File: config.mk
export PLATFORM = sky130hd
export DESIGN_NAME = looper_button_scanner_flat
export DESIGN_NICKNAME = d
export VERILOG_FILES = /design/src/design/lbs_pkg.sv /design/src/design/lbs_in_if.sv /design/src/design/lbs_out_if.sv /design/src/design/lbs_ctrl.sv /design/src/design/lbs_dpath.sv /design/src/design/looper_button_scanner.sv /design/src/flat_wrapper.sv
export SDC_FILE = /design/constraint.sdc
export NUM_CORES = 1
export LEC_CHECK = 0
export BUFFER_PORTS_ARGS = -buffer_cell sky130_fd_sc_hd__clkbuf_2
export CAP_MARGIN = 15
export CORE_MARGIN = 4
export CORE_UTILIZATION = 55
export CTS_BUF_LIST = sky130_fd_sc_hd__clkbuf_4
export CTS_CLUSTER_DIAMETER = 30
export DETAILED_ROUTE_END_ITERATION = 6
export GPL_TIMING_DRIVEN = 0
export PLACE_DENSITY = 0.73
export SKIP_CTS_REPAIR_TIMING = 1
export SYNTH_ARGS = -nofsm -noshare
export SYNTH_HDL_FRONTEND = slang
export SYNTH_SLANG_ARGS = --single-unit
File: constraint.sdc
create_clock -name clk -period 6.65 [get_ports clk]
set_clock_uncertainty 0.2 [all_clocks]
set_input_delay 0.3325 -clock clk [delete_from_list [all_inputs] [get_ports clk]]
set_output_delay 0.3325 -clock clk [all_outputs]
set_load 0.02 [all_outputs]
File: src/design/lbs_pkg.sv
// Shared definitions for the looper button scanner: sizes, register indexes,
// button phase and event codes, and the controller/datapath command and status types.
// Depends on nothing.
package lbs_pkg;

	localparam int NUM_BUTTONS = 8;
	localparam int BTN_W = (NUM_BUTTONS > 1) ? $clog2(NUM_BUTTONS) : 1;
	localparam int CNT_W = $clog2(NUM_BUTTONS + 1);
	localparam int LED_W = 8;
	localparam int LEVEL_W = 8;
	localparam int PAD_W = 8;
	localparam int KIND_W = 2;
	localparam int PHASE_W = 3;

	// The scan sequencer runs one remainder step per bit of the scan counter.
	localparam int COUNT_W = 16;
	localparam int STEP_W = 4;
	localparam logic [STEP_W-1:0] STEP_LAST = 4'd15;

	localparam int CFG_IDX_W = 1;
	localparam int CFG_DATA_W = 16;
	localparam logic [CFG_IDX_W-1:0] CFG_TOGGLE_INTERVAL = 1'b0;
	localparam logic [CFG_IDX_W-1:0] CFG_PAD_OFFSET = 1'b1;
	localparam logic [COUNT_W-1:0] RESET_TOGGLE_INTERVAL = 16'd250;
	localparam logic [PAD_W-1:0] RESET_PAD_OFFSET = 8'd46;

	localparam logic [PHASE_W-1:0] PH_UP_IDLE = 3'd0;
	localparam logic [PHASE_W-1:0] PH_DOWN_RECORD = 3'd1;
	localparam logic [PHASE_W-1:0] PH_UP_RECORD = 3'd2;
	localparam logic [PHASE_W-1:0] PH_DOWN_PLAY = 3'd3;
	localparam logic [PHASE_W-1:0] PH_UP_PLAY = 3'd4;
	localparam logic [PHASE_W-1:0] PH_DOWN_IDLE = 3'd5;

	localparam logic [KIND_W-1:0] EV_NONE = 2'd0;
	localparam logic [KIND_W-1:0] EV_RECORD_START = 2'd1;
	localparam logic [KIND_W-1:0] EV_PLAY_START = 2'd2;
	localparam logic [KIND_W-1:0] EV_PLAY_STOP = 2'd3;

	typedef struct packed {
		logic start;
		logic step;
		logic [STEP_W-1:0] step_idx;
		logic finish;
		logic emit;
		logic [CNT_W-1:0] emit_idx;
		logic emit_last;
	} lbs_cmd_t;

	typedef struct packed {
		logic [CNT_W-1:0] ev_count;
		logic out_busy;
	} lbs_status_t;

endpackage

File: src/design/lbs_in_if.sv
// Input channel of the looper button scanner: one scan of button levels.
// Depends on lbs_pkg.
interface lbs_in_if;
	logic valid;
	logic ready;
	logic [lbs_pkg::LEVEL_W-1:0] button_levels;

	modport source (output valid, output button_levels, input ready);
	modport sink (input valid, input button_levels, output ready);
endinterface

File: src/design/lbs_out_if.sv
// Output channel of the looper button scanner: one event result per transaction.
// Depends on lbs_pkg.
interface lbs_out_if;
	logic valid;
	logic ready;
	logic [lbs_pkg::KIND_W-1:0] event_kind;
	logic [lbs_pkg::PAD_W-1:0] pad_number;
	logic [lbs_pkg::LED_W-1:0] led_levels;
	logic last_of_scan;

	modport source (output valid, output event_kind, output pad_number, output led_levels,
		output last_of_scan, input ready);
	modport sink (input valid, input event_kind, input pad_number, input led_levels,
		input last_of_scan, output ready);
endinterface

File: src/design/lbs_ctrl.sv
// Controller of the looper button scanner: sequences a scan, its finish and
// the delivery of buffered results. Depends on lbs_pkg.
module lbs_ctrl (
	input  logic clk,
	input  logic arst_n,
	input  logic in_valid,
	output logic in_ready,
	input  lbs_pkg::lbs_status_t status,
	output lbs_pkg::lbs_cmd_t cmd
);

	localparam logic [1:0] ST_IDLE = 2'd0;
	localparam logic [1:0] ST_SCAN = 2'd1;
	localparam logic [1:0] ST_FINISH = 2'd2;
	localparam logic [1:0] ST_EMIT = 2'd3;

	logic [1:0] state_q;
	logic [1:0] state_d;
	logic [lbs_pkg::STEP_W-1:0] step_q;
	logic [lbs_pkg::CNT_W-1:0] ptr_q;
	logic [lbs_pkg::CNT_W-1:0] ptr_inc;

	assign in_ready = (state_q == ST_IDLE);
	assign ptr_inc = ptr_q + 1'b1;

	always_comb begin
		cmd = '0;
		state_d = state_q;
		cmd.step_idx = step_q;
		cmd.emit_idx = ptr_q;
		cmd.emit_last = (ptr_inc >= status.ev_count);
		case (state_q)
			ST_IDLE: begin
				if (in_valid) begin
					cmd.start = 1'b1;
					state_d = ST_SCAN;
				end
			end
			ST_SCAN: begin
				cmd.step = 1'b1;
				if (step_q == lbs_pkg::STEP_LAST) begin
					state_d = ST_FINISH;
				end
			end
			ST_FINISH: begin
				cmd.finish = 1'b1;
				state_d = ST_EMIT;
			end
			ST_EMIT: begin
				if (!status.out_busy) begin
					cmd.emit = 1'b1;
					if (cmd.emit_last) begin
						state_d = ST_IDLE;
					end
				end
			end
			default: begin
				state_d = ST_IDLE;
			end
		endcase
	end

	always_ff @(posedge clk or negedge arst_n) begin
		if (!arst_n) begin
			state_q <= ST_IDLE;
			step_q <= '0;
			ptr_q <= '0;
		end else begin
			state_q <= state_d;
			if (cmd.start) begin
				step_q <= '0;
			end else if (cmd.step) begin
				step_q <= step_q + 1'b1;
			end
			if (cmd.finish) begin
				ptr_q <= '0;
			end else if (cmd.emit) begin
				ptr_q <= ptr_inc;
			end
		end
	end

endmodule

File: src/design/lbs_dpath.sv
// Datapath of the looper button scanner: configuration registers, button phases,
// busy flag, blink remainder unit, event buffer and output register. Depends on lbs_pkg.
module lbs_dpath (
	input  logic clk,
	input  logic arst_n,
	input  logic cfg_we,
	input  logic [lbs_pkg::CFG_IDX_W-1:0] cfg_index,
	input  logic [lbs_pkg::CFG_DATA_W-1:0] cfg_wdata,
	input  logic [lbs_pkg::LEVEL_W-1:0] in_levels,
	input  lbs_pkg::lbs_cmd_t cmd,
	output lbs_pkg::lbs_status_t status,
	input  logic out_ready,
	output logic out_valid,
	output logic [lbs_pkg::KIND_W-1:0] out_kind,
	output logic [lbs_pkg::PAD_W-1:0] out_pad,
	output logic [lbs_pkg::LED_W-1:0] out_led,
	output logic out_last
);

	logic [lbs_pkg::COUNT_W-1:0] toggle_interval_q;
	logic [lbs_pkg::PAD_W-1:0] pad_offset_q;
	logic [lbs_pkg::LEVEL_W-1:0] levels_q;
	logic [lbs_pkg::PHASE_W-1:0] phase_q [lbs_pkg::NUM_BUTTONS];
	logic busy_q;
	logic [lbs_pkg::COUNT_W-1:0] counter_q;
	logic [lbs_pkg::LED_W-1:0] led_q;
	logic [lbs_pkg::LED_W-1:0] toggle_q;
	logic [lbs_pkg::COUNT_W-1:0] rem_q;
	logic [lbs_pkg::KIND_W-1:0] kind_buf_q [lbs_pkg::NUM_BUTTONS];
	logic [lbs_pkg::PAD_W-1:0] pad_buf_q [lbs_pkg::NUM_BUTTONS];
	logic [lbs_pkg::CNT_W-1:0] ev_count_q;
	logic out_valid_q;
	logic [lbs_pkg::KIND_W-1:0] out_kind_q;
	logic [lbs_pkg::PAD_W-1:0] out_pad_q;
	logic [lbs_pkg::LED_W-1:0] out_led_q;
	logic out_last_q;

	logic [lbs_pkg::BTN_W-1:0] btn;
	logic visit;
	logic pressed;
	logic [lbs_pkg::PHASE_W-1:0] cur_phase;
	logic [lbs_pkg::PHASE_W-1:0] nxt_phase;
	logic busy_set;
	logic busy_clr;
	logic led_set;
	logic led_clr;
	logic tog;
	logic [lbs_pkg::KIND_W-1:0] ev;
	logic [lbs_pkg::LED_W-1:0] led_bit;

	logic [lbs_pkg::COUNT_W-1:0] divisor;
	logic [lbs_pkg::COUNT_W:0] shifted;
	logic [lbs_pkg::COUNT_W:0] diff;
	logic blink_now;

	assign btn = cmd.step_idx[lbs_pkg::BTN_W-1:0];
	assign visit = cmd.step &&
		({1'b0, cmd.step_idx} < (lbs_pkg::STEP_W + 1)'(lbs_pkg::NUM_BUTTONS));
	// Only the first eight buttons have a level input and an LED.
	assign pressed = !cmd.step_idx[3] && levels_q[cmd.step_idx[2:0]];
	assign led_bit = cmd.step_idx[3] ? '0 : (lbs_pkg::LED_W'(1) << cmd.step_idx[2:0]);
	assign cur_phase = phase_q[btn];

	always_comb begin
		nxt_phase = cur_phase;
		busy_set = 1'b0;
		busy_clr = 1'b0;
		led_set = 1'b0;
		led_clr = 1'b0;
		tog = 1'b0;
		ev = lbs_pkg::EV_NONE;
		case (cur_phase)
			lbs_pkg::PH_DOWN_RECORD: begin
				if (!pressed) begin
					nxt_phase = lbs_pkg::PH_UP_RECORD;
				end
			end
			lbs_pkg::PH_UP_RECORD: begin
				if (pressed) begin
					nxt_phase = lbs_pkg::PH_DOWN_PLAY;
					busy_clr = 1'b1;
					ev = lbs_pkg::EV_PLAY_START;
				end else begin
					tog = 1'b1;
				end
			end
			lbs_pkg::PH_DOWN_PLAY: begin
				if (!pressed) begin
					nxt_phase = lbs_pkg::PH_UP_PLAY;
					led_set = 1'b1;
				end
			end
			lbs_pkg::PH_UP_PLAY: begin
				if (pressed) begin
					nxt_phase = lbs_pkg::PH_DOWN_IDLE;
					ev = lbs_pkg::EV_PLAY_STOP;
				end
			end
			lbs_pkg::PH_DOWN_IDLE: begin
				if (!pressed) begin
					nxt_phase = lbs_pkg::PH_UP_IDLE;
					led_clr = 1'b1;
				end
			end
			default: begin
				if (!busy_q && pressed) begin
					nxt_phase = lbs_pkg::PH_DOWN_RECORD;
					busy_set = 1'b1;
					ev = lbs_pkg::EV_RECORD_START;
				end
			end
		endcase
	end

	// Restoring remainder of the scan counter by the blink period, one counter bit
	// per step, most significant bit first. A period of zero behaves as one.
	assign divisor = (toggle_interval_q == '0) ? lbs_pkg::COUNT_W'(1) : toggle_interval_q;
	assign shifted = {rem_q, counter_q[~cmd.step_idx]};
	assign diff = shifted - {1'b0, divisor};
	assign blink_now = (rem_q == '0);

	assign status.ev_count = ev_count_q;
	assign status.out_busy = out_valid_q && !out_ready;

	assign out_valid = out_valid_q;
	assign out_kind = out_kind_q;
	assign out_pad = out_pad_q;
	assign out_led = out_led_q;
	assign out_last = out_last_q;

	always_ff @(posedge clk or negedge arst_n) begin
		if (!arst_n) begin
			toggle_interval_q <= lbs_pkg::RESET_TOGGLE_INTERVAL;
			pad_offset_q <= lbs_pkg::RESET_PAD_OFFSET;
			for (int i = 0; i < lbs_pkg::NUM_BUTTONS; i++) begin
				phase_q[i] <= lbs_pkg::PH_UP_IDLE;
			end
			busy_q <= 1'b0;
			counter_q <= '0;
			led_q <= '0;
			ev_count_q <= '0;
			out_valid_q <= 1'b0;
		end else begin
			if (cfg_we) begin
				case (cfg_index)
					lbs_pkg::CFG_TOGGLE_INTERVAL: toggle_interval_q <= cfg_wdata;
					lbs_pkg::CFG_PAD_OFFSET: pad_offset_q <= cfg_wdata[lbs_pkg::PAD_W-1:0];
					default: ;
				endcase
			end
			if (cmd.start) begin
				ev_count_q <= '0;
			end else if (visit) begin
				phase_q[btn] <= nxt_phase;
				if (busy_set) begin
					busy_q <= 1'b1;
				end else if (busy_clr) begin
					busy_q <= 1'b0;
				end
				if (led_set) begin
					led_q <= led_q | led_bit;
				end else if (led_clr) begin
					led_q <= led_q & ~led_bit;
				end
				if (ev != lbs_pkg::EV_NONE) begin
					ev_count_q <= ev_count_q + 1'b1;
				end
			end
			// Recording LEDs toggle together once the remainder is known.
			if (cmd.finish) begin
				if (blink_now) begin
					led_q <= led_q ^ toggle_q;
				end
				counter_q <= counter_q + 1'b1;
			end
			if (cmd.emit) begin
				out_valid_q <= 1'b1;
			end else if (out_ready) begin
				out_valid_q <= 1'b0;
			end
		end
	end

	always_ff @(posedge clk) begin
		if (cmd.start) begin
			levels_q <= in_levels;
			rem_q <= '0;
			toggle_q <= '0;
		end else if (cmd.step) begin
			rem_q <= diff[lbs_pkg::COUNT_W] ? shifted[lbs_pkg::COUNT_W-1:0] :
				diff[lbs_pkg::COUNT_W-1:0];
			if (visit && tog) begin
				toggle_q <= toggle_q | led_bit;
			end
		end
		if (visit && ev != lbs_pkg::EV_NONE) begin
			kind_buf_q[ev_count_q[lbs_pkg::BTN_W-1:0]] <= ev;
			pad_buf_q[ev_count_q[lbs_pkg::BTN_W-1:0]] <= pad_offset_q +
				lbs_pkg::PAD_W'(cmd.step_idx);
		end
		if (cmd.emit) begin
			if (ev_count_q == '0) begin
				out_kind_q <= lbs_pkg::EV_NONE;
				out_pad_q <= '0;
			end else begin
				out_kind_q <= kind_buf_q[cmd.emit_idx[lbs_pkg::BTN_W-1:0]];
				out_pad_q <= pad_buf_q[cmd.emit_idx[lbs_pkg::BTN_W-1:0]];
			end
			out_led_q <= led_q;
			out_last_q <= cmd.emit_last;
		end
	end

endmodule

File: src/design/looper_button_scanner.sv
// Top level of the looper button scanner: controller, datapath and channel hookup.
// Depends on lbs_pkg, lbs_in_if, lbs_out_if, lbs_ctrl and lbs_dpath.

// Each input transaction is one scan of eight button levels. The scan visits one
// button per cycle while a bit-serial remainder unit works out whether the scan
// counter is a multiple of the blink period, one counter bit per cycle; that unit
// sets the scan length at one step per counter bit, followed by a finish state.
// The events of the scan (or a single "none" result) are then delivered one per
// cycle while the output side does not stall, from a small event buffer through
// an output register. The input is ready again once the last result is loaded
// into the output register, so a new scan is not taken before the last result of
// the previous one is loaded; a stalled result holds the scan.
// Configuration writes should be made only while no scan is in flight.
module looper_button_scanner (
	input  logic clk,
	input  logic arst_n,
	input  logic cfg_we,
	input  logic [lbs_pkg::CFG_IDX_W-1:0] cfg_index,
	input  logic [lbs_pkg::CFG_DATA_W-1:0] cfg_wdata,
	lbs_in_if.sink in_ch,
	lbs_out_if.source out_ch
);

	lbs_pkg::lbs_cmd_t cmd;
	lbs_pkg::lbs_status_t status;

	lbs_ctrl u_ctrl (
		.clk(clk),
		.arst_n(arst_n),
		.in_valid(in_ch.valid),
		.in_ready(in_ch.ready),
		.status(status),
		.cmd(cmd)
	);

	lbs_dpath u_dpath (
		.clk(clk),
		.arst_n(arst_n),
		.cfg_we(cfg_we),
		.cfg_index(cfg_index),
		.cfg_wdata(cfg_wdata),
		.in_levels(in_ch.button_levels),
		.cmd(cmd),
		.status(status),
		.out_ready(out_ch.ready),
		.out_valid(out_ch.valid),
		.out_kind(out_ch.event_kind),
		.out_pad(out_ch.pad_number),
		.out_led(out_ch.led_levels),
		.out_last(out_ch.last_of_scan)
	);

endmodule

File: src/flat_wrapper.sv
// flat-port wrapper written by rule: the top's interface ports become plain ports
module looper_button_scanner_flat 
  (clk, arst_n, cfg_we, cfg_index, cfg_wdata, in_ch_valid, in_ch_button_levels, in_ch_ready, out_ch_valid, out_ch_event_kind, out_ch_pad_number, out_ch_led_levels, out_ch_last_of_scan, out_ch_ready);
  lbs_in_if in_ch_i ();
  lbs_out_if out_ch_i ();
  input  logic clk;
  input  logic arst_n;
  input  logic cfg_we;
  input  logic [lbs_pkg::CFG_IDX_W-1:0] cfg_index;
  input  logic [lbs_pkg::CFG_DATA_W-1:0] cfg_wdata;
  input wire logic [$bits(in_ch_i.valid)-1:0] in_ch_valid;
  input wire logic [$bits(in_ch_i.button_levels)-1:0] in_ch_button_levels;
  output wire logic [$bits(in_ch_i.ready)-1:0] in_ch_ready;
  output wire logic [$bits(out_ch_i.valid)-1:0] out_ch_valid;
  output wire logic [$bits(out_ch_i.event_kind)-1:0] out_ch_event_kind;
  output wire logic [$bits(out_ch_i.pad_number)-1:0] out_ch_pad_number;
  output wire logic [$bits(out_ch_i.led_levels)-1:0] out_ch_led_levels;
  output wire logic [$bits(out_ch_i.last_of_scan)-1:0] out_ch_last_of_scan;
  input wire logic [$bits(out_ch_i.ready)-1:0] out_ch_ready;
  assign in_ch_i.valid = in_ch_valid;
  assign in_ch_i.button_levels = in_ch_button_levels;
  assign in_ch_ready = in_ch_i.ready;
  assign out_ch_valid = out_ch_i.valid;
  assign out_ch_event_kind = out_ch_i.event_kind;
  assign out_ch_pad_number = out_ch_i.pad_number;
  assign out_ch_led_levels = out_ch_i.led_levels;
  assign out_ch_last_of_scan = out_ch_i.last_of_scan;
  assign out_ch_i.ready = out_ch_ready;
  looper_button_scanner u_core (.clk(clk), .arst_n(arst_n), .cfg_we(cfg_we), .cfg_index(cfg_index), .cfg_wdata(cfg_wdata), .in_ch(in_ch_i), .out_ch(out_ch_i));
endmodule
### Word-level counts from Yosys, hierarchy flattened

Memory sizes are Yosys's and may differ from the RTL's. A register that Yosys moved wholly into a read port is not among the register bits.
Cells that the tools add are included.

* register bits after elaboration: 129
* RAM bits: 80
* output and inout port bits: 21
* memories kept: 2

Memory list
* u_core.u_dpath.pad_buf_q: depth 8, bits a word 8, read ports 1, clocked after Yosys merged registers in 1, wr ports 1, RTL line lbs_dpath.sv:30 `logic [lbs_pkg::PAD_W-1:0] pad_buf_q [lbs_pkg::NUM_BUTTONS];`
* u_core.u_dpath.kind_buf_q: depth 8, bits a word 2, read ports 1, clocked after Yosys merged registers in 1, wr ports 1, RTL line lbs_dpath.sv:29 `logic [lbs_pkg::KIND_W-1:0] kind_buf_q [lbs_pkg::NUM_BUTTONS];`

* add/sub/neg operators: 6
* order comparisons: 6
* eq/ne operators: 13
* shift-type cells: 1
* mux-type cells: 62
* bitwise operators: 9
* reductions and logical operators: 30

Operator list (count)
* $mux 8: 7
* $logic_not 16->1: 2
* $mux 16: 2
* $mux 4: 7
* $mux 3: 9
* $bwmux 24: 1
* $mux 1: 23
* $sub 17x16->17: 1
* $add 16x1->16 const B: 1
* $or 8x8->8: 2
* $pmux 3 s5: 1
* $reduce_bool 2->1: 7
* $add 4x1->4 const B: 3
* $mux 2: 6
* $reduce_and 2->1: 5
* $bmux 3 s3: 1
* $demux 3 s3: 1
* $add 8x4->8: 1
* $and 8x8->8: 1
* $ne 2x2->1 const B: 4
* $not 8->8: 1
* $pmux 2 s4: 1
* $shl 1x3->8 const A: 1
* $xor 8x8->8: 1
* 26 further kinds: 38

### Depth between registers and ports, before layout

Gate-level depths: netlist (run 1).

* depth in word-level cells: 12
* gate-level depth with buffers: 18
* depth with buffers taken out: 15

### By module

A second synthesis (run 1) with hierarchy kept.

* cell total of the unflattened synthesis: 868
* area, all modules: 10746.6 µm²

Modules (own cells, without submodules)
* lbs_dpath: times used 1, cells an instance 803, area each 10074.7 µm², seq. area each 5657.9 µm²
* lbs_ctrl: times used 1, cells an instance 65, area each 671.9 µm², seq. area each 250.2 µm²

### Worst setup path after synthesis (run 1)

OpenSTA, ideal clock, no wires.

* path type: register to register
* from: register u_core.u_ctrl.step_q[0] (netlist name)
* to: register u_core.u_dpath.rem_q[1] (netlist name)
* library setup time: 132 ps
* arrival time: 3719 ps
* data required time: 6318 ps
* setup slack: 2598 ps
* cell stages (with the launch flop): 19
* path buffers: 3
* path through: dfrtp_1 > buf_2 > buf_2 > clkinv_1 > and3_1 > a31oi_1 > o211ai_1 > o21ai_1 > ha_1 > inv_1 > fa_1 > a211oi_1 > o211ai_1 > a21oi_1 > a211o_1 > o211a_1 > clkbuf_1 > mux2i_1 > a21oi_1

* word-level cells in the longest chain between the ends: 5

Ends and longest elaborated chain
* start: declaration: RTL line lbs_ctrl.sv:19 `logic [lbs_pkg::STEP_W-1:0] step_q;`
* start signal: assignment: RTL line lbs_ctrl.sv:73 `step_q <= step_q + 1'b1;`
* $not 4->4: RTL line lbs_dpath.sv:118 `assign shifted = {rem_q, counter_q[~cmd.step_idx]};`
* $bmux 1 s4: RTL line lbs_dpath.sv:118
* $mux 1 (not written as such): RTL line lbs_dpath.sv:118
* $sub 17x16->17: RTL line lbs_dpath.sv:119 `assign diff = shifted - {1'b0, divisor};`
* $mux 16: RTL line lbs_dpath.sv:190 `rem_q <= diff[lbs_pkg::COUNT_W] ? shifted[lbs_pkg::COUNT_W-1:0] :`
* end signal: assignment: RTL line lbs_dpath.sv:190
* end: declaration: RTL line lbs_dpath.sv:28 `logic [lbs_pkg::COUNT_W-1:0] rem_q;`

Every way passes these cells. The select of a mux whose other input is x is not followed.
A chain may end at the register's enable or synchronous reset.

### Final worst setup path (run 1)

* from: register u_core.u_ctrl.step_q[0] (netlist name)
* to: register u_core.u_dpath.rem_q[12] (netlist name)

The elaborated chain is that of the path after synthesis.

==> metrics.txt, run 1 <==
status=finished clean; GP Congestion=just under 0.9; DIE AREA=between 0.02 and 0.025 mm²; non-filler cells, final=roughly 1.3k; initial antenna violation count=1; dpl cell area=0.0113 mm²; Synth Cell Area=around 0.011 mm²; area of the multi-input gates=0.00445 mm²; Worst slew margin=0.324; DRT Wirelength=approximately 23 mm; crit path capture type=flop; die width=about 150 µm; router iterations before antenna repair=5; HPWL Detailed=roughly 16 mm; Area Growth Syn to Fin=17.3%; fmax=~190 MHz; first-pass GRT wire length=37.8 mm; number of DRC markers in iteration 0=roughly 490; Main synth FF type=edfxtp_1; vias in the first global route=~7.4k; PnR Total Power=between 5 and 6 mW; num ports=between 50 and 60; Syn Inst Count=between 800 and 900; Clock transition at path regs=~70 ps; CTS tree=done; Internal Power=between 3 and 4 mW; share of the synthesized area in the top cell type=0.303; Leak=slightly below 5 nW; top cell type by total area after synthesis=edfxtp_1; H-tree depth=2; Max IR drop VDD=between 0.2 and 0.25 mV; CTS buffer count=59; power density over the cells=roughly 440 mW/mm²; critical path peak fanout=10; Die H=~150 µm; Req. time, crit path=~7000 ps; Routed Antenna Nets=0; net switching power=roughly 2.1 mW; CP delay by family, top=compound AO/OA/AOI/OAI gates; WP data arrival=about 5500 ps; min cycle time layout=a little over 5000 ps; Residual DRC=0; Min Hold Slack=around 73 ps; layout cells sized above 1=0.235; max-cap viol count=0; slowest CP cell=clkbuf_1; Worst-Skew Late Latency=roughly 680 ps; CTS max path bufs=3; DR WL/cell=between 15 and 20 µm; Fillers=between 1k and 1.5k; Clk pwr share=0.230; CP cell instances=buf_2 > buf_2 > clkinv_1 > and3_1 > a31oi_1 > o211ai_1 > o21ai_1 > ha_1 > inv_1 > fa_1 > a211oi_1 > o211ai_1 > a21oi_1 > a211o_1 > o211a_1 > clkbuf_1 > nor3b_1 > a311oi_1; row count=50; asr flop ratio synth=0.402; setup TNS=0 ps; CORE AREA=approximately 0.019 mm²; largest net degree at the start of global routing=between 60 and 70; syn avg cell area=~12 µm²; Seq pwr share=0.363; number of flops mapped to enable cells by yosys=between 100 and 150; I/O Buffers=50; Starting Density=0.564; net count after synthesis=around 930; Setup Viol. Count Final=0; Total Routing Usage GR=0.216; share of power burned in combinational logic=0.408; Critical path buffers and inverters=5; Storage cell area=approximately 0.0059 mm²; Final Cell Area=0.0124 mm²; Synth area leaders=edfxtp_1 30%, dfrtp_1 18%, mux4_2 6.2%; RSZ-0062 raised after global routing=no; Hold Path Class=in -> reg; Switching Share=0.379; vias per cell=roughly 5.7; Yosys Warn Count=0; Crit Path Category=reg -> reg; Final period util=0.773; final hold violations=0; CTS root buf=clkbuf_4; #FFs+latches synth=approximately 220; CP peak stage delay=roughly 490 ps; Sink Count=between 200 and 250; Max Slew Vio Count=0; Synth cell types=63; Least-Margin Pin Slew=between 1000 and 1500 ps; Startpoint Class=flop; Layout Nets=between 1k and 1.5k; dpl cells=1173; total gr overflow=0; sequential area share after synthesis=0.557; via count=~7.4k
## worst reg2reg max path, stage by stage, from the launching register on
cell and delay, ps:
dfrtp_1 430, buf_2 300, buf_2 320, clkinv_1 330
and3_1 250, a31oi_1 130, o211ai_1 100, o21ai_1 160
ha_1 210, inv_1 50, fa_1 410, a211oi_1 340
o211ai_1 200, a21oi_1 280, a211o_1 170, o211a_1 230
clkbuf_1 490, nor3b_1 130, a311oi_1 280
## Yosys cell counts (3+ instances only)
master       n
nor3b_1      4
nor2b_1     10
o211a_1      3
nor4_1       9
o21ai_1      3
a21oi_1     42
and2_1       6
ha_1        38
dfstp_2     10
mux4_2      29
o21a_1       4
buf_2        3
a311oi_1     3
dfrtp_1     78
a21o_1      10
or3_1        5
buf_1        6
dfxtp_1     24
mux2_2      39
o22ai_1      3
nand2b_1     8
o31ai_1      3
mux2i_1     27
o21ai_0     49
and3_1       6
xor2_1      10
o211ai_1     9
nand3_1     11
xnor2_1     39
a31oi_1     10
nor2_1      59
nand4_1     14
edfxtp_1   107
nand2_1     57
inv_1       41
a211oi_1     3
o2111ai_1    3
o311ai_1     3
nor3_1      18
clkbuf_1    22
## metal layers
| metal | track usage | wire length [µm] | vias up |
|---|---|---|---|
| met1 | 0.301 | 10300 | 3623 |
| met5 | 0 | 0 | - |
| met2 | 0.352 | 11100 | 229 |
| met3 | 0.0432 | 1370 | 19 |
| li1 | - | - | 3533 |
| met4 | 0.0573 | 285 | 0 |
## cell families after synthesis
kind of cell	synth area share
xor gates and xnor gates	0.0404
DFF	0.557
and+or+nand+nor	0.0970
muxes	0.133
adders and majority gates	0.0486
buffers and inverters	0.0265
AOI/OAI and AO/OA	0.0981
## flip-flops by register name, summed over array words and instances (netlist names), 16 cells and up
signal,cells
u_core.u_dpath.toggle_interval_q,16
u_core.u_dpath.rem_q,16
u_core.u_dpath.counter_q,16
u_core.u_dpath.kind_buf_q,16
u_core.u_dpath.pad_buf_q,64
u_core.u_dpath.phase_q,24
## power groups by stage
stage | logic [mW] | clock network, mW | registers [mW]
final | 2.24 | 1.26 | 1.99
after global routing | 2.49 | 1.37 | 2.02
after CTS | 2.21 | 1.29 | 1.99
after detailed placement | 2.20 | 0 | 2.02
after global placement | 2.14 | 0 | 2.01
after floorplan | 1.62 | 0 | 2.00
## path summary, 6_finish.rpt
kind / start / to / cells past startpoint / slack (ps)
max: u_core.u_ctrl.step_q[0]$_DFFE_PN0P_ / u_core.u_dpath.rem_q[12]$_SDFFE_PP0P_ / 18 / 1510
min reg2reg: u_core.u_dpath.counter_q[15]$_DFFE_PN0P_ / u_core.u_dpath.counter_q[15]$_DFFE_PN0P_ / 1 / 280
max in group asynchronous: arst_n / u_core.u_dpath.toggle_interval_q[5]$_DFFE_PN1P_ / 4 / 5340
min in group asynchronous: arst_n / u_core.u_dpath.led_q[1]$_DFF_PN0_ / 4 / 540
min: cfg_we / u_core.u_dpath.pad_offset_q[5]$_DFFE_PN1P_ / 3 / 70
max reg2reg: u_core.u_ctrl.step_q[0]$_DFFE_PN0P_ / u_core.u_dpath.rem_q[12]$_SDFFE_PP0P_ / 18 / 1510
## stage by stage
step / worst slack (ps) / utilization
3_3_place_gp: 1570 / 0.594
2_1_floorplan: 2600 / -
5_1_grt: 1150 / 0.661
6_report: 1510 / 0.661
4_1_cts: 1480 / 0.644
3_5_place_dp: 1580 / 0.601
## cell usage in the layout (no fill, tap or decap), types with 9 or more instances in the layout
cell / netlist / final
ha_1: 38 / 38
a31oi_1: 10 / 10
o21ai_0: 49 / 49
nor4_1: 9 / 9
clkbuf_2: 0 / 49
clkbuf_1: 22 / 22
mux4_2: 29 / 29
nor2_1: 59 / 59
inv_1: 41 / 41
edfxtp_1: 107 / 107
a21o_1: 10 / 10
dfrtp_1: 78 / 78
nand2_1: 57 / 57
dlygate4sd3_1: 0 / 30
nand4_1: 14 / 14
nand3_1: 11 / 11
mux2i_1: 27 / 27
mux2_2: 39 / 39
a21oi_1: 42 / 42
xnor2_1: 39 / 39
o211ai_1: 9 / 9
nor3_1: 18 / 12
dfstp_2: 10 / 10
dfxtp_1: 24 / 24
xor2_1: 10 / 10
clkbuf_4: 0 / 88
nor2b_1: 10 / 10
## cell type report
class	instances	area share
Antenna cell	1	0.000201
Buffer	31	0.00965
Clock buffer	87	0.0525
Clock inverter	18	0.0131
Inverter	43	0.0130
Multi-Input combinational cell	564	0.358
Sequential cell	219	0.475
Tap cell	260	0.0261
Timing Repair Buffer	87	0.0531
Note: power is estimated with default switching activity, not from simulation.
==> inputs of run 2 (changes only) <==
--- a/config.mk
+++ b/config.mk
@@ -13,7 +13,7 @@
 export CTS_CLUSTER_DIAMETER = 30
 export DETAILED_ROUTE_END_ITERATION = 6
 export GPL_TIMING_DRIVEN = 0
-export PLACE_DENSITY = 0.73
+export PLACE_DENSITY = 0.75
 export SKIP_CTS_REPAIR_TIMING = 1
 export SYNTH_ARGS = -nofsm -noshare
 export SYNTH_HDL_FRONTEND = slang
==> constraint.sdc (replaced) <==
create_clock -name clk -period 4.4 [get_ports clk]
set_clock_uncertainty 0.2 [all_clocks]
set_input_delay 0.22 -clock clk [delete_from_list [all_inputs] [get_ports clk]]
set_output_delay 0.22 -clock clk [all_outputs]
set_load 0.02 [all_outputs]
==> run 2 against run 1 <==
  * Worst setup slack lost 1400 ps
  * Sequential share of layout area shrank 0.50 points
  * Routed wire length grew 2.6%
  * Critical path type unchanged
  * Power grew 51%
  * Highest routed layer unchanged
==> metrics.txt, run 2 (synthesis results as in run 1) <==
router iterations before antenna repair=6; via count=~7.5k; DR WL/cell=17.8 µm; dpl cells=1169; H-tree depth=2; number of DRC markers in iteration 0=515; vias in the first global route=approximately 7.3k; Layout Nets=1091; Total Routing Usage GR=0.213; I/O Buffers=50; Final Cell Area=between 0.01 and 0.015 mm²; CORE AREA=between 0.015 and 0.02 mm²; flip-flop count of the largest register after layout=64; Worst slew margin=0.278; CP cell instances=inv_4 > clkbuf_4 > mux4_2 > o211ai_1 > o21ai_1 > ha_1 > inv_1 > fa_2 > a211oi_2 > o211ai_1 > a21oi_2 > a21oi_1 > o211a_1 > buf_4 > mux2_2 > a21oi_1; Switching Share=0.386; Routed Antenna Nets=0; Req. time, crit path=roughly 4800 ps; row count=50; net switching power=about 3.2 mW; most common cell after layout, fill and taps aside=edfxtp_1; GP Congestion=0.892; layout cells sized above 1=0.239; num ports=around 50; slowest CP cell=mux4_2; CP peak stage delay=~530 ps; non-filler cells, final=1330; vias per cell=between 5 and 6; crit path capture type=flop; CTS tree=done; CP delay by family, top=compound AO/OA/AOI/OAI gates; Max Slew Vio Count=0; critical path peak fanout=10; DRT Wirelength=around 24 mm; most frequent cells in the layout=107 x edfxtp_1, 89 x clkbuf_4, 77 x dfrtp_1, 59 x nor2_1, 57 x nand2_1; Hold Path Class=in -> reg; PnR Total Power=about 8.3 mW; share of power burned in combinational logic=0.427; Fillers=approximately 1.4k; Clk pwr share=0.209; Starting Density=0.564; dpl cell area=about 0.011 mm²; min cycle time layout=4250 ps; Seq pwr share=0.364; Storage cell area=0.00591 mm²; Internal Power=about 5.1 mW; Area Growth Syn to Fin=18.5%; HPWL Detailed=16.1 mm; CTS max path bufs=3; Sink Count=roughly 220; Least-Margin Pin Slew=around 1100 ps; Leak=~5.0 nW; Residual DRC=0; Layout Utilization=0.668; max-cap viol count=0; total gr overflow=0; Startpoint Class=flop; initial antenna violation count=1; CTS root buf=clkbuf_4; first-pass GRT wire length=~37 mm; power density over the cells=659 mW/mm²; Clock transition at path regs=approximately 60 ps; WP data arrival=approximately 4600 ps; Min Hold Slack=93.0 ps; Die H=around 150 µm; Max IR drop VDD=0.325 mV; Final period util=0.965; fmax=235 MHz; Setup Viol. Count Final=0; largest net degree at the start of global routing=between 40 and 50; final hold violations=0; Crit Path Category=reg -> reg; Worst-Skew Late Latency=between 600 and 700 ps; CTS buffer count=58; area of the multi-input gates=approximately 0.0045 mm²; DIE AREA=between 0.02 and 0.025 mm²; die width=147 µm; Critical path buffers and inverters=4; status=finished clean
run 2: changes by cell type in the layout (fill, tap and decap cells not counted), sizes merged:
| cell | change |
|---|---|
| clkinvlp | +2 |
| buf | +4 |
| clkinv | +4 |
| dlygate4sd3 | +15 |
| clkbuf | -2 |
| bufinv | -3 |
run 2: metal layers:
metal / wire [µm] / global-route usage / vias up
met3: 1190 / 0.0376 / 36
li1: - / - / 3568
met1: 10400 / 0.289 / 3650
met4: 350 / 0.0568 / 0
met5: 0 / 0 / -
met2: 11800 / 0.357 / 220
run 2: cell type report:
type,count,share of cell area
diodes,1,0.000199
well taps,260,0.0259
clock inverters,21,0.00786
plain buffers,31,0.0128
repair buffers,104,0.0632
inverters,43,0.0136
flip-flops and latches,219,0.470
clock buffers,87,0.0519
multi-input cells,564,0.355
run 2: through the flow:
step           setup TNS [ps]  setup WS (ps)
3_3_place_gp           -19180           -702
6_report                    0            153
3_5_place_dp            -9150           -683
5_1_grt                  -768           -106
2_1_floorplan               0            348
4_1_cts                -10350           -771
run 2: final timing paths:
kind                                                                  to  slack, ps                                      from  cells after the start
worst max-delay path                u_core.u_dpath.rem_q[0]$_SDFFE_PP0P_        150       u_core.u_ctrl.step_q[2]$_DFFE_PN0P_                     16
worst min-delay path                u_core.u_dpath.levels_q[0]$_DFFE_PP_         90                    in_ch_button_levels[0]                      2
worst max register to register      u_core.u_dpath.rem_q[0]$_SDFFE_PP0P_        150       u_core.u_ctrl.step_q[2]$_DFFE_PN0P_                     16
worst min register to register  u_core.u_dpath.counter_q[15]$_DFFE_PN0P_        290  u_core.u_dpath.counter_q[15]$_DFFE_PN0P_                      1
max in group asynchronous         u_core.u_dpath.phase_q[13]$_DFFE_PN0P_       2270                                    arst_n                      4
min in group asynchronous         u_core.u_dpath.phase_q[20]$_DFFE_PN0P_        470                                    arst_n                      3
run 2: power groups by stage:
stage	clock [mW]	combinational, mW	sequential [mW]
2_1_floorplan	0	2.46	3.02
3_3_place_gp	0	3.24	3.03
3_5_place_dp	0	3.33	3.05
4_1_cts	1.78	3.35	3.01
5_1_grt	1.90	3.89	3.06
6_report	1.74	3.54	3.02
==> inputs of run 3 (changes only) <==
--- a/config.mk
+++ b/config.mk
@@ -5,6 +5,7 @@
 export SDC_FILE = /design/constraint.sdc
 export NUM_CORES = 1
 export LEC_CHECK = 0
+export ABC_AREA = 1
 export BUFFER_PORTS_ARGS = -buffer_cell sky130_fd_sc_hd__clkbuf_2
 export CAP_MARGIN = 15
 export CORE_MARGIN = 4
==> run 3 against run 2 <==
  * Combinational power is 8.8% lower
  * Power is 3.9% lower
  * Worst setup slack better by 350 ps
  * Synthesized cell count is 41% higher
  * Clock-buffer cell count is 4 higher
  * Routed wire length is 8.5% higher
  * Global-route usage is 1.5 points higher
  * First-iteration DRC count is 18% higher
  * Via count is 17% higher
  * Critical endpoint is now u_core.u_dpath.rem_q[13]$_SDFFE_PP0P_
==> metrics.txt, run 3 <==
reg2reg setup slack=500 ps; min cycle time layout=between 3000 and 4000 ps; top cell type by total area after synthesis=edfxtp_1; Post-Place Setup Slack=between 500 and 600 ps; CTS buffer count=between 50 and 60; Least-Margin Pin Slew=approximately 990 ps; Final Cell Area=between 0.01 and 0.015 mm²; via count=8774; Synth Cell Area=around 0.011 mm²; CP cell instances=inv_2 > buf_4 > nand2_1 > inv_1 > a221oi_1 > nand3_1 > nand2_1 > ha_1 > inv_1 > fa_1 > nand3_1 > nand3_1 > nand2_1 > nand2_1 > nand3_1 > nand3_1 > nand2_1 > buf_2 > o21ai_0 > o21ai_0; num ports=between 50 and 60; Routed Antenna Nets=0; dpl cell area=~0.012 mm²; CP peak stage delay=600 ps; die width=about 150 µm; Syn Inst Count=about 1.2k; HPWL Detailed=17.9 mm; Leak=roughly 5.7 nW; asr flop ratio synth=0.402; Req. time, crit path=about 4800 ps; count leader, synth=nand2_1; crit path capture type=flop; Sink Count=around 220; setup TNS=0 ps; number of flops mapped to enable cells by yosys=~110; Starting Density=0.559; first-pass GRT wire length=41.2 mm; Yosys Warn Count=0; fmax=between 200 and 300 MHz; Hold Path Class=in -> reg; CP delay by family, top=simple AND/OR/NAND/NOR gates; dpl cells=between 1.5k and 2k; DIE AREA=between 0.02 and 0.025 mm²; max-cap viol count=0; Layout Nets=approximately 1.4k; H-tree depth=2; most frequent cells in the layout=258 x nand2_1, 137 x inv_1, 132 x o21ai_0, 124 x nor2_1, 107 x edfxtp_1; net count after synthesis=about 1.3k; GP Congestion=roughly 0.90; Total Routing Usage GR=0.228; non-filler cells, final=approximately 1.7k; Area Growth Syn to Fin=16.6%; total gr overflow=0; Critical path buffers and inverters=5; Synth top cells by count=258 x nand2_1, 137 x inv_1, 132 x o21ai_0; slowest CP cell=dfrtp_1; Residual DRC=0; Synth area leaders=edfxtp_1 30%, dfrtp_1 18%, nand2_1 8.9%; number of DRC markers in iteration 0=606; Max IR drop VDD=~0.34 mV; Main synth FF type=edfxtp_1; Worst slew margin=0.336; vias per cell=approximately 5.2; final hold violations=0; layout cells sized above 1=0.151; power density over the cells=approximately 630 mW/mm²; Setup Viol. Count Final=0; Final period util=0.886; sequential area share after synthesis=0.543; WP data arrival=roughly 4300 ps; CTS tree=done; CORE AREA=0.0195 mm²; Synth cell types=46; router iterations before antenna repair=5; most common cell after layout, fill and taps aside=nand2_1; Startpoint Class=flop; syn avg cell area=about 9.0 µm²; share of the synthesized area in the top cell type=0.295; RSZ-0062 raised after global routing=no; largest net degree at the start of global routing=66; CTS root buf=clkbuf_4; flip-flop count of the largest register after layout=64; critical path peak fanout=11; Worst-Skew Late Latency=around 700 ps; initial antenna violation count=1; setup ws final=502 ps; vias in the first global route=8540; I/O Buffers=50; #FFs+latches synth=between 200 and 250; Die H=149 µm; Crit Path Category=reg -> reg; Fillers=approximately 1.7k; Max Slew Vio Count=0; CTS max path bufs=3; row count=around 50; DR WL/cell=between 15 and 20 µm; DRT Wirelength=about 26 mm; Clock transition at path regs=60 ps; status=finished clean
[run 3: logic make-up after synthesis]
| family | share of synthesized area |
|---|---|
| AND/OR/NAND/NOR | 0.203 |
| flip-flops | 0.543 |
| AO/OA/AOI/OAI | 0.108 |
| buffers and inverters | 0.0649 |
| XOR/XNOR | 0.0338 |
| adder cells (fa/ha/maj) | 0.0474 |
[run 3: path summary, 6_finish.rpt]
| path | start | end | cells past startpoint |
|---|---|---|---|
| max | u_core.u_ctrl.step_q[0]$_DFFE_PN0P_ | u_core.u_dpath.rem_q[13]$_SDFFE_PP0P_ | 20 |
| min | in_ch_button_levels[5] | u_core.u_dpath.levels_q[5]$_DFFE_PP_ | 2 |
| max reg2reg | u_core.u_ctrl.step_q[0]$_DFFE_PN0P_ | u_core.u_dpath.rem_q[13]$_SDFFE_PP0P_ | 20 |
| min reg2reg | u_core.u_dpath.toggle_q[1]$_SDFFE_PP0P_ | u_core.u_dpath.toggle_q[1]$_SDFFE_PP0P_ | 2 |
| max in group asynchronous | arst_n | u_core.u_dpath.toggle_interval_q[7]$_DFFE_PN1P_ | 4 |
| min in group asynchronous | arst_n | u_core.u_dpath.led_q[1]$_DFF_PN0_ | 4 |
[run 3: per-stage QoR]
| stage | hold WS [ps] | util | power [mW] |
|---|---|---|---|
| after global routing | 34.5 | 0.651 | 8.56 |
| after detailed placement | -7.16 | 0.593 | 6.13 |
| final | 55.6 | 0.651 | 7.97 |
| after floorplan | -276 | - | 5.20 |
| after CTS | -740 | 0.632 | 7.96 |
| after global placement | 197 | 0.589 | 6.01 |
[run 3: report_power, final]
| group | leakage, nW | switching [mW] | total [mW] | internal [mW] |
|---|---|---|---|---|
| combinational | 2.97 | 2.24 | 3.23 | 0.985 |
| sequential | 2.27 | 0.252 | 2.93 | 2.68 |
| clock | 0.464 | 0.857 | 1.81 | 0.950 |
[run 3: final cells by class]
class                           count  area [µm²]  share of cell area
Buffer                             34         161              0.0127
Clock buffer                       91         683              0.0539
Timing Repair Buffer               89         671              0.0529
Antenna cell                        1        2.50            0.000197
Sequential cell                   219        5910               0.466
Clock inverter                     19        90.1             0.00710
Multi-Input combinational cell    812        4290               0.338
Inverter                          145         544              0.0429
Tap cell                          265         332              0.0261
[run 3: per-layer routing]
layer  track usage  up-vias  routed length [µm]
li1              -     4358                   -
met1         0.299     4120               11100
met2         0.392      248               12800
met3        0.0344       48                1340
met4        0.0721        0                 497
met5             0        -                   0
